==> src/rtl/doubly_linked_list_engine_top_macros.svh <==
// ----------------------------------------------------------------------------
// Assertion macros for the doubly linked list engine.
// Clocked on clk and disabled while rst_n is low.
// ----------------------------------------------------------------------------
`ifndef DOUBLY_LINKED_LIST_ENGINE_TOP_MACROS_SVH
`define DOUBLY_LINKED_LIST_ENGINE_TOP_MACROS_SVH

// The consequent must hold in the same cycle as the antecedent.
`define DLLE_ASSERT_SAME(label, ante, cons, msg) \
    label: assert property (@(posedge clk) disable iff (!rst_n) (ante) |-> (cons)) \
        else $error(msg);

// The consequent must hold in the cycle after the antecedent.
`define DLLE_ASSERT_NEXT(label, ante, cons, msg) \
    label: assert property (@(posedge clk) disable iff (!rst_n) (ante) |=> (cons)) \
        else $error(msg);

`endif

==> src/rtl/dlle_pkg.sv <==
// ----------------------------------------------------------------------------
// dlle_pkg
// Shared sizes, codes and value conversions of the linked list engine.
// ----------------------------------------------------------------------------
package dlle_pkg;

    localparam int NODES      = 64;
    localparam int VALUE_BITS = 32;
    localparam int IX_W       = $clog2(NODES);
    localparam int LINK_W     = IX_W + 1;
    localparam int PORT_W     = 32;

    // A link equal to the pool size means "no node".
    localparam logic [LINK_W-1:0] NONE_IX = LINK_W'(NODES);

    typedef enum logic [1:0] {
        CMD_APPEND = 2'd0,
        CMD_ERASE  = 2'd1,
        CMD_READ   = 2'd2,
        CMD_NOP    = 2'd3
    } cmd_t;

    typedef enum logic [1:0] {
        ST_OK          = 2'd0,
        ST_FULL        = 2'd1,
        ST_NOT_IN_LIST = 2'd2
    } status_t;

    // Sign-extends or truncates a request value to the stored width.
    function automatic logic [VALUE_BITS-1:0] port_to_value(input logic [PORT_W-1:0] d);
        logic [63:0] w;
        w = 64'(signed'(d));
        return w[VALUE_BITS-1:0];
    endfunction

    // Stored values leave zero-extended and cut to the port width.
    function automatic logic [PORT_W-1:0] value_to_port(input logic [VALUE_BITS-1:0] v);
        logic [63:0] w;
        w = 64'(v);
        return w[PORT_W-1:0];
    endfunction

endpackage

==> src/rtl/dlle_ram.sv <==
// ----------------------------------------------------------------------------
// dlle_ram
// Simple dual-port RAM: one write port, one read port with registered data.
// ----------------------------------------------------------------------------
module dlle_ram #(
    parameter int WIDTH = 8,
    parameter int DEPTH = 64
) (
    input  logic                     clk,
    input  logic                     we,
    input  logic [$clog2(DEPTH)-1:0] waddr,
    input  logic [WIDTH-1:0]         wdata,
    input  logic                     re,
    input  logic [$clog2(DEPTH)-1:0] raddr,
    output logic [WIDTH-1:0]         rdata
);

    logic [WIDTH-1:0] mem [DEPTH];

    always_ff @(posedge clk)
    begin
        if (we)
        begin
            mem[waddr] <= wdata;
        end
        if (re)
        begin
            rdata <= mem[raddr];
        end
    end

endmodule

==> src/rtl/doubly_linked_list_engine_top.sv <==
// ----------------------------------------------------------------------------
// doubly_linked_list_engine_top
// Doubly linked list over a fixed node pool, one command per request.
//
//   Channel | Handshake          | Fields
//   --------+--------------------+------------------------------------------
//   input   | in_valid/in_ready  | cmd, data_in, node_in
//   output  | out_valid/out_ready| status, node_out, data_out, prev_out,
//           |                    | next_out, head_out, tail_out, is_empty
//
// A request passes from IDLE through FETCH and DONE back to IDLE; an erase,
// and an append to a non-empty list, also pass through LINK, because the
// next-link memory has one write port and these need two writes to it.
// The result sits in an output register, so a new request is taken while it
// waits; only the final step of the next request stalls on out_ready.
// Reset clears the control registers and the membership bits at once; the
// value and link memories need no clearing.
// ----------------------------------------------------------------------------
`include "doubly_linked_list_engine_top_macros.svh"

module doubly_linked_list_engine_top (
    input  logic                             clk,
    input  logic                             rst_n,
    input  logic                             in_valid,
    output logic                             in_ready,
    input  logic [1:0]                       cmd,
    input  logic signed [dlle_pkg::PORT_W-1:0] data_in,
    input  logic [dlle_pkg::IX_W-1:0]        node_in,
    output logic                             out_valid,
    input  logic                             out_ready,
    output logic [1:0]                       status,
    output logic [dlle_pkg::IX_W-1:0]        node_out,
    output logic signed [dlle_pkg::PORT_W-1:0] data_out,
    output logic [dlle_pkg::LINK_W-1:0]      prev_out,
    output logic [dlle_pkg::LINK_W-1:0]      next_out,
    output logic [dlle_pkg::LINK_W-1:0]      head_out,
    output logic [dlle_pkg::LINK_W-1:0]      tail_out,
    output logic                             is_empty
);

    typedef enum logic [3:0] {
        S_IDLE  = 4'b0001,
        S_FETCH = 4'b0010,
        S_LINK  = 4'b0100,
        S_DONE  = 4'b1000
    } state_t;

    state_t state_reg, state_next;

    dlle_pkg::cmd_t                 cmd_reg;
    logic [dlle_pkg::PORT_W-1:0]    data_reg;
    logic [dlle_pkg::IX_W-1:0]      node_reg;

    logic [dlle_pkg::LINK_W-1:0]    head_reg, head_next;
    logic [dlle_pkg::LINK_W-1:0]    tail_reg, tail_next;
    logic [dlle_pkg::LINK_W-1:0]    free_head_reg, free_head_next;
    logic [dlle_pkg::LINK_W-1:0]    fresh_reg, fresh_next;
    logic [dlle_pkg::NODES-1:0]     in_list_reg, in_list_next;

    dlle_pkg::status_t              res_status_reg, res_status_next;
    logic [dlle_pkg::IX_W-1:0]      res_node_reg, res_node_next;
    logic [dlle_pkg::PORT_W-1:0]    res_data_reg, res_data_next;
    logic [dlle_pkg::LINK_W-1:0]    res_prev_reg, res_prev_next;
    logic [dlle_pkg::LINK_W-1:0]    res_next_reg, res_next_next;
    logic [dlle_pkg::IX_W-1:0]      old_tail_reg, old_tail_next;

    logic                           out_valid_reg, out_valid_next;
    dlle_pkg::status_t              status_out_reg;
    logic [dlle_pkg::IX_W-1:0]      node_out_reg;
    logic [dlle_pkg::PORT_W-1:0]    data_out_reg;
    logic [dlle_pkg::LINK_W-1:0]    prev_out_reg, next_out_reg;
    logic [dlle_pkg::LINK_W-1:0]    head_out_reg, tail_out_reg;
    logic                           is_empty_reg;

    logic                           accept;
    logic                           load_out;
    logic [dlle_pkg::IX_W-1:0]      alloc_node;

    logic                           rd_en;
    logic [dlle_pkg::IX_W-1:0]      rd_addr;
    logic [dlle_pkg::VALUE_BITS-1:0] val_rdata;
    logic [dlle_pkg::LINK_W-1:0]    prev_rdata, next_rdata;

    logic                           val_we, prev_we, next_we;
    logic [dlle_pkg::IX_W-1:0]      val_waddr, prev_waddr, next_waddr;
    logic [dlle_pkg::VALUE_BITS-1:0] val_wdata;
    logic [dlle_pkg::LINK_W-1:0]    prev_wdata, next_wdata;

    assign in_ready = (state_reg == S_IDLE);
    assign accept   = in_valid && in_ready;
    assign load_out = (state_reg == S_DONE) && (!out_valid_reg || out_ready);

    // An append reads the free-list successor; the other commands read the node.
    assign rd_en   = accept;
    assign rd_addr = (dlle_pkg::cmd_t'(cmd) == dlle_pkg::CMD_APPEND)
                   ? free_head_reg[dlle_pkg::IX_W-1:0] : node_in;

    dlle_ram #(.WIDTH(dlle_pkg::VALUE_BITS), .DEPTH(dlle_pkg::NODES)) u_value_ram (
        .clk   (clk),
        .we    (val_we),
        .waddr (val_waddr),
        .wdata (val_wdata),
        .re    (rd_en),
        .raddr (rd_addr),
        .rdata (val_rdata)
    );

    dlle_ram #(.WIDTH(dlle_pkg::LINK_W), .DEPTH(dlle_pkg::NODES)) u_prev_ram (
        .clk   (clk),
        .we    (prev_we),
        .waddr (prev_waddr),
        .wdata (prev_wdata),
        .re    (rd_en),
        .raddr (rd_addr),
        .rdata (prev_rdata)
    );

    dlle_ram #(.WIDTH(dlle_pkg::LINK_W), .DEPTH(dlle_pkg::NODES)) u_next_ram (
        .clk   (clk),
        .we    (next_we),
        .waddr (next_waddr),
        .wdata (next_wdata),
        .re    (rd_en),
        .raddr (rd_addr),
        .rdata (next_rdata)
    );

    always_comb
    begin
        state_next      = state_reg;
        head_next       = head_reg;
        tail_next       = tail_reg;
        free_head_next  = free_head_reg;
        fresh_next      = fresh_reg;
        in_list_next    = in_list_reg;
        res_status_next = res_status_reg;
        res_node_next   = res_node_reg;
        res_data_next   = res_data_reg;
        res_prev_next   = res_prev_reg;
        res_next_next   = res_next_reg;
        old_tail_next   = old_tail_reg;
        out_valid_next  = out_valid_reg && !out_ready;
        alloc_node      = '0;

        val_we     = 1'b0;
        val_waddr  = '0;
        val_wdata  = '0;
        prev_we    = 1'b0;
        prev_waddr = '0;
        prev_wdata = '0;
        next_we    = 1'b0;
        next_waddr = '0;
        next_wdata = '0;

        case (state_reg)
            S_IDLE:
            begin
                if (accept)
                begin
                    state_next = S_FETCH;
                end
            end

            S_FETCH:
            begin
                res_status_next = dlle_pkg::ST_OK;
                res_node_next   = '0;
                res_data_next   = '0;
                res_prev_next   = dlle_pkg::NONE_IX;
                res_next_next   = dlle_pkg::NONE_IX;
                state_next      = S_DONE;

                case (cmd_reg)
                    dlle_pkg::CMD_APPEND:
                    begin
                        if (free_head_reg < dlle_pkg::NONE_IX || fresh_reg < dlle_pkg::NONE_IX)
                        begin
                            // Recycled nodes go out before never-used ones.
                            if (free_head_reg < dlle_pkg::NONE_IX)
                            begin
                                alloc_node     = free_head_reg[dlle_pkg::IX_W-1:0];
                                free_head_next = (next_rdata > dlle_pkg::NONE_IX)
                                               ? dlle_pkg::NONE_IX : next_rdata;
                            end
                            else
                            begin
                                alloc_node = fresh_reg[dlle_pkg::IX_W-1:0];
                                fresh_next = fresh_reg + dlle_pkg::LINK_W'(1);
                            end
                            val_we     = 1'b1;
                            val_waddr  = alloc_node;
                            val_wdata  = dlle_pkg::port_to_value(data_reg);
                            prev_we    = 1'b1;
                            prev_waddr = alloc_node;
                            prev_wdata = tail_reg;
                            next_we    = 1'b1;
                            next_waddr = alloc_node;
                            next_wdata = dlle_pkg::NONE_IX;
                            in_list_next[alloc_node] = 1'b1;

                            res_node_next = alloc_node;
                            res_data_next = dlle_pkg::value_to_port(
                                                dlle_pkg::port_to_value(data_reg));
                            res_prev_next = tail_reg;
                            old_tail_next = tail_reg[dlle_pkg::IX_W-1:0];
                            tail_next     = {1'b0, alloc_node};
                            if (tail_reg < dlle_pkg::NONE_IX)
                            begin
                                state_next = S_LINK;
                            end
                            else
                            begin
                                head_next = {1'b0, alloc_node};
                            end
                        end
                        else
                        begin
                            res_status_next = dlle_pkg::ST_FULL;
                        end
                    end

                    dlle_pkg::CMD_ERASE,
                    dlle_pkg::CMD_READ:
                    begin
                        res_node_next = node_reg;
                        if (!in_list_reg[node_reg])
                        begin
                            res_status_next = dlle_pkg::ST_NOT_IN_LIST;
                        end
                        else
                        begin
                            res_data_next = dlle_pkg::value_to_port(val_rdata);
                            res_prev_next = prev_rdata;
                            res_next_next = next_rdata;
                            if (cmd_reg == dlle_pkg::CMD_ERASE)
                            begin
                                // Both neighbours relink in the same cycle: separate memories.
                                if (prev_rdata < dlle_pkg::NONE_IX)
                                begin
                                    next_we    = 1'b1;
                                    next_waddr = prev_rdata[dlle_pkg::IX_W-1:0];
                                    next_wdata = next_rdata;
                                end
                                else
                                begin
                                    head_next = next_rdata;
                                end
                                if (next_rdata < dlle_pkg::NONE_IX)
                                begin
                                    prev_we    = 1'b1;
                                    prev_waddr = next_rdata[dlle_pkg::IX_W-1:0];
                                    prev_wdata = prev_rdata;
                                end
                                else
                                begin
                                    tail_next = prev_rdata;
                                end
                                in_list_next[node_reg] = 1'b0;
                                state_next = S_LINK;
                            end
                        end
                    end

                    default:
                    begin
                        res_status_next = dlle_pkg::ST_OK;
                    end
                endcase
            end

            S_LINK:
            begin
                if (cmd_reg == dlle_pkg::CMD_APPEND)
                begin
                    next_we    = 1'b1;
                    next_waddr = old_tail_reg;
                    next_wdata = {1'b0, res_node_reg};
                end
                else
                begin
                    // The erased node heads the free list from now on.
                    next_we        = 1'b1;
                    next_waddr     = node_reg;
                    next_wdata     = free_head_reg;
                    prev_we        = 1'b1;
                    prev_waddr     = node_reg;
                    prev_wdata     = dlle_pkg::NONE_IX;
                    free_head_next = {1'b0, node_reg};
                end
                state_next = S_DONE;
            end

            S_DONE:
            begin
                if (load_out)
                begin
                    out_valid_next = 1'b1;
                    state_next     = S_IDLE;
                end
            end

            default:
            begin
                state_next = S_IDLE;
            end
        endcase
    end

    always_ff @(posedge clk or negedge rst_n)
    begin
        if (!rst_n)
        begin
            state_reg     <= S_IDLE;
            head_reg      <= dlle_pkg::NONE_IX;
            tail_reg      <= dlle_pkg::NONE_IX;
            free_head_reg <= dlle_pkg::NONE_IX;
            fresh_reg     <= '0;
            in_list_reg   <= '0;
            out_valid_reg <= 1'b0;
        end
        else
        begin
            state_reg     <= state_next;
            head_reg      <= head_next;
            tail_reg      <= tail_next;
            free_head_reg <= free_head_next;
            fresh_reg     <= fresh_next;
            in_list_reg   <= in_list_next;
            out_valid_reg <= out_valid_next;
        end
    end

    always_ff @(posedge clk)
    begin
        if (accept)
        begin
            cmd_reg  <= dlle_pkg::cmd_t'(cmd);
            data_reg <= data_in;
            node_reg <= node_in;
        end
        res_status_reg <= res_status_next;
        res_node_reg   <= res_node_next;
        res_data_reg   <= res_data_next;
        res_prev_reg   <= res_prev_next;
        res_next_reg   <= res_next_next;
        old_tail_reg   <= old_tail_next;
        if (load_out)
        begin
            status_out_reg <= res_status_reg;
            node_out_reg   <= res_node_reg;
            data_out_reg   <= res_data_reg;
            prev_out_reg   <= res_prev_reg;
            next_out_reg   <= res_next_reg;
            head_out_reg   <= head_reg;
            tail_out_reg   <= tail_reg;
            is_empty_reg   <= (head_reg == dlle_pkg::NONE_IX);
        end
    end

    assign out_valid = out_valid_reg;
    assign status    = status_out_reg;
    assign node_out  = node_out_reg;
    assign data_out  = data_out_reg;
    assign prev_out  = prev_out_reg;
    assign next_out  = next_out_reg;
    assign head_out  = head_out_reg;
    assign tail_out  = tail_out_reg;
    assign is_empty  = is_empty_reg;

    // An empty list has neither head nor tail; a non-empty one has both.
    `DLLE_ASSERT_SAME(a_head_tail_agree, 1'b1,
        (head_reg == dlle_pkg::NONE_IX) == (tail_reg == dlle_pkg::NONE_IX),
        "head and tail disagree on whether the list is empty")

    `DLLE_ASSERT_SAME(a_fresh_bounded, 1'b1, fresh_reg <= dlle_pkg::NONE_IX,
        "never-used node count runs past the pool size")

    // A full report is only correct when the pool really is exhausted.
    `DLLE_ASSERT_SAME(a_full_is_real,
        load_out && res_status_reg == dlle_pkg::ST_FULL,
        fresh_reg == dlle_pkg::NONE_IX && free_head_reg == dlle_pkg::NONE_IX,
        "pool reported full while a node was still available")

    `DLLE_ASSERT_NEXT(a_erase_leaves_list,
        state_reg == S_FETCH && cmd_reg == dlle_pkg::CMD_ERASE && in_list_reg[node_reg],
        !in_list_reg[node_reg] && free_head_reg != {1'b0, node_reg} && state_reg == S_LINK,
        "erase did not take the node out of the list before relinking the pool")

endmodule
==> config.mk <==
export PLATFORM = sky130hd
export DESIGN_NAME = doubly_linked_list_engine_top
export DESIGN_NICKNAME = d
export VERILOG_FILES = /design/src/rtl/dlle_pkg.sv /design/src/rtl/dlle_ram.sv /design/src/rtl/doubly_linked_list_engine_top.sv
export VERILOG_INCLUDE_DIRS = /design/src /design/src/rtl
export SDC_FILE = /design/constraint.sdc
export NUM_CORES = 2
export LEC_CHECK = 0
export BUFFER_PORTS_ARGS = -buffer_cell sky130_fd_sc_hd__buf_2
export CAP_MARGIN = 25
export CORE_MARGIN = 2
export CORE_UTILIZATION = 57
export CTS_BUF_LIST = sky130_fd_sc_hd__clkbuf_4
export CTS_CLUSTER_DIAMETER = 200
export CTS_CLUSTER_SIZE = 24
export DETAILED_ROUTE_END_ITERATION = 7
export GPL_TIMING_DRIVEN = 1
export MAX_ROUTING_LAYER = met4
export PLACE_DENSITY = 0.75
export SLEW_MARGIN = 20
export SYNTH_ARGS = -nofsm -noshare
export SYNTH_HDL_FRONTEND = slang
export SYNTH_SLANG_ARGS = --single-unit
==> constraint.sdc <==
create_clock -name clk -period 5.1 [get_ports clk]
set_input_delay 1.02 -clock clk [delete_from_list [all_inputs] [get_ports clk]]
set_output_delay 1.02 -clock clk [all_outputs]
set_load 0.02 [all_outputs]
==> impl_metrics.env <==
export IMPL_status="completed"
export IMPL_cts_setup_buffers=0
export IMPL_drive_gt1_share_pct=26.10
export IMPL_total_power_w=0.04795
export IMPL_grt_pass1_wl_um=447500
export IMPL_maxSlewHeadroom_pct=17.18
export IMPL_numCtsBuffers=153
export IMPL_mostFrequentLayoutCells="3159 x edfxtp_1, 742 x mux4_2, 362 x nand2_1, 323 x buf_4, 191 x clkbuf_4"
export IMPL_reg_top3="u_value_ram.mem x2048, u_next_ram.mem x448, u_prev_ram.mem x448"
export IMPL_worstSetupEndpointType="flop"
export IMPL_clk_latency_ps=1440
export IMPL_irDropWorstVdd_v=0.0003183
export IMPL_hold_viol=0
export IMPL_wire_per_inst_um=32.16
export IMPL_dieArea_sq_um=227300
export IMPL_area_delta_synth_final_pct=7.453
export IMPL_via_per_inst=6.793
export IMPL_synth_cells=6224
export IMPL_synth_fp_nets=6273
export IMPL_drc_errors=0
export IMPL_finalSetupTns_ps=0
export IMPL_std_cell_rows=173
export IMPL_grt_use_total_pct=27.86
export IMPL_grt_setup_unrepaired="no"
export IMPL_coreArea_sq_um=222300
export IMPL_place_inst=9331
export IMPL_p_per_area_nw_per_um2=350.3
export IMPL_cts_root_buf="clkbuf_4"
export IMPL_drt_wl_total_um=308800
export IMPL_top_usage_layer="met2"
export IMPL_grt_start_max_net_pins=84
export IMPL_initial_utilization_pct=57.30
export IMPL_io_pins=115
export IMPL_die_y_um=476.7
export IMPL_layout_cells_non_filler=9601
export IMPL_gr_total_overflow=0
export IMPL_rrSetupSlack_ps=680
export IMPL_crit_fanout=10
export IMPL_met3_usage_pct=4.361
export IMPL_cp_slowest_cell="nor4_1"
export IMPL_cts_buffer_depth=3
export IMPL_worst_hold_path_type="in2async"
export IMPL_cap_violations=0
export IMPL_synth_edf_count=3159
export IMPL_period_share_pct=86.59
export IMPL_cp_required_ps=6220
export IMPL_worstSetupPathType="reg2reg"
export IMPL_ant_nets=0
export IMPL_critPathMaxStageDelay_ps=650
export IMPL_synth_avg_cell_area_sq_um=20.47
export IMPL_io_buffer_count=114
export IMPL_die_w_um=476.7
export IMPL_detail_route_first_pass_iterations=7
export IMPL_async_reset_ff_share_pct=2.979
export IMPL_fin_worst_skew_ps=123.6
export IMPL_antenna_found_initial=5
export IMPL_cp_arrival_ps=5540
export IMPL_ys_types=75
export IMPL_tightest_slew_ps=1238
export IMPL_postCtsHoldBufs=43
export IMPL_grtUsageMet1_pct=38.43
export IMPL_fmax_mhz=226.5
export IMPL_path_clk_slew_ps=260
export IMPL_synth_seq_area_share_pct=76.38
export IMPL_final_common_cell="edfxtp_1"
export IMPL_nets=6617
export IMPL_crit_top_cell="buf_4"
export IMPL_finalMaxSlewViolations=0
export IMPL_setup_violations=0
export IMPL_final_util_pct=61.58
export IMPL_largest_reg_flops=2048
export IMPL_drt_iter0_markers=9349
export IMPL_yosys_warnings=0
export IMPL_largest_register="u_value_ram.mem"
export IMPL_clock_sinks=3256
export IMPL_p_leak_nw=44.85
export IMPL_ys_seq_elements=3256
export IMPL_ctsResizeCount=0
export IMPL_min_period_ps=4416
export IMPL_grt_met2_usage_pct=43.11
export IMPL_cts_tree="yes"
export IMPL_synth_flop_cell="edfxtp_1"
export IMPL_vias=65220
export IMPL_gp_congestion=0.9443
export IMPL_start_kind="flop"
export IMPL_grt_pass1_vias=64840
export IMPL_syn_area_sq_um=127400
export IMPL_crit_chain="buf_4, mux4_2, mux2_2, nand3_1, nand4_1, o21ai_2, o221ai_2, buf_4, nor4_1, buf_4"
export IMPL_cts_max_level=4
export IMPL_dp_hpwl_um=178700
## path summary, 6_finish.rpt
path                                  start                     to  depth (start not counted)
max reg2reg                     node_reg[0]  u_prev_ram.mem[14][5]                         10
max                             node_reg[0]  u_prev_ram.mem[14][5]                         10
min in group clk                data_in[26]           data_reg[26]                          2
max in group asynchronous             rst_n        in_list_reg[38]                          3
min reg2reg                res_data_reg[23]           data_out[23]                          0
min                                   rst_n            head_reg[0]                          2
## cell usage after synthesis, types with 6 or more instances
library cell | instances | area (sq um)
nor2_1 | 168 | 630.6
a221o_1 | 49 | 490.5
nor2b_1 | 10 | 62.56
a22oi_1 | 45 | 337.8
o211ai_1 | 12 | 90.09
clkbuf_1 | 214 | 803.3
and3_1 | 85 | 531.8
o41ai_1 | 11 | 96.34
nand2b_1 | 6 | 37.54
nand3_1 | 23 | 115.1
or3_1 | 6 | 37.54
and2_1 | 149 | 932.1
buf_2 | 113 | 565.5
dfrtp_1 | 93 | 2327
buf_4 | 14 | 105.1
a211oi_1 | 150 | 1126
mux2_2 | 70 | 788.3
a21oi_1 | 69 | 345.3
o21ai_0 | 43 | 215.2
buf_6 | 8 | 90.09
inv_1 | 26 | 97.59
o31ai_1 | 8 | 60.06
nor4_1 | 46 | 287.8
a22o_1 | 24 | 210.2
buf_1 | 30 | 112.6
mux2i_1 | 136 | 1361
nand2_1 | 364 | 1366
nor3_1 | 81 | 405.4
o32ai_1 | 47 | 411.6
edfxtp_1 | 3159 | 94860
a31oi_1 | 95 | 594.3
nor4_2 | 10 | 125.1
mux4_2 | 742 | 16710
o22ai_1 | 15 | 93.84
nand4_1 | 25 | 156.4
## cell type report
| class | instances | area, sq um |
|---|---|---|
| tap | 2975 | 3722 |
| antenna | 12 | 30.03 |
| fill | 14990 | 85420 |
| timing repair buffer | 568 | 4850 |
| clock buffer | 191 | 1434 |
| inverter | 28 | 107.6 |
| sequential | 3256 | 97290 |
| multi-input combinational | 2561 | 29350 |
| clock inverter | 10 | 95.09 |
## routing by layer
layer  up-vias  wire (um)
met5         -          0
met4         0      11960
met3       581      30650
met2      4061     148900
met1     34190     117300
li1      26390          -
## cell families (layout without fill, tap and decap cells)
kind of cell,after synthesis,in the layout,share of synthesized area [%]
mux,948,948,14.81
simple gates,995,995,3.815
other cells,0,12,0
buf+inv,407,797,1.399
xor+xnor,5,5,0.03438
fa+ha+maj,5,5,0.04911
flops,3256,3256,76.38
compound gates,608,608,3.522
## through the flow
step | worst slack, ps | cell area, sq um | hold slack (ps)
after floorplan | 164.4 | 127400 | 400.3
after global placement | 564.8 | 134400 | 400.8
after detailed placement | 574.6 | 134500 | 404.5
after CTS | 703.2 | 136500 | 111.8
after global routing | 561.2 | 136900 | 170.3
final | 684.1 | 136900 | 201.8
## power breakdown
part,internal (W),switching [W]
Clock,0.00181,0.00716
Sequential,0.0298,0.000481
Combinational,0.00342,0.00528
Total,0.0350,0.0129
## worst max-delay path, delay by kind of cell (launching register included)
family	cells	cell delay, ps
muxes	2	790
and+or+nand+nor	3	970
buffers and inverters	3	840
DFF	1	620
AOI/OAI and AO/OA	2	870
Power figures use the tool's default switching activity.
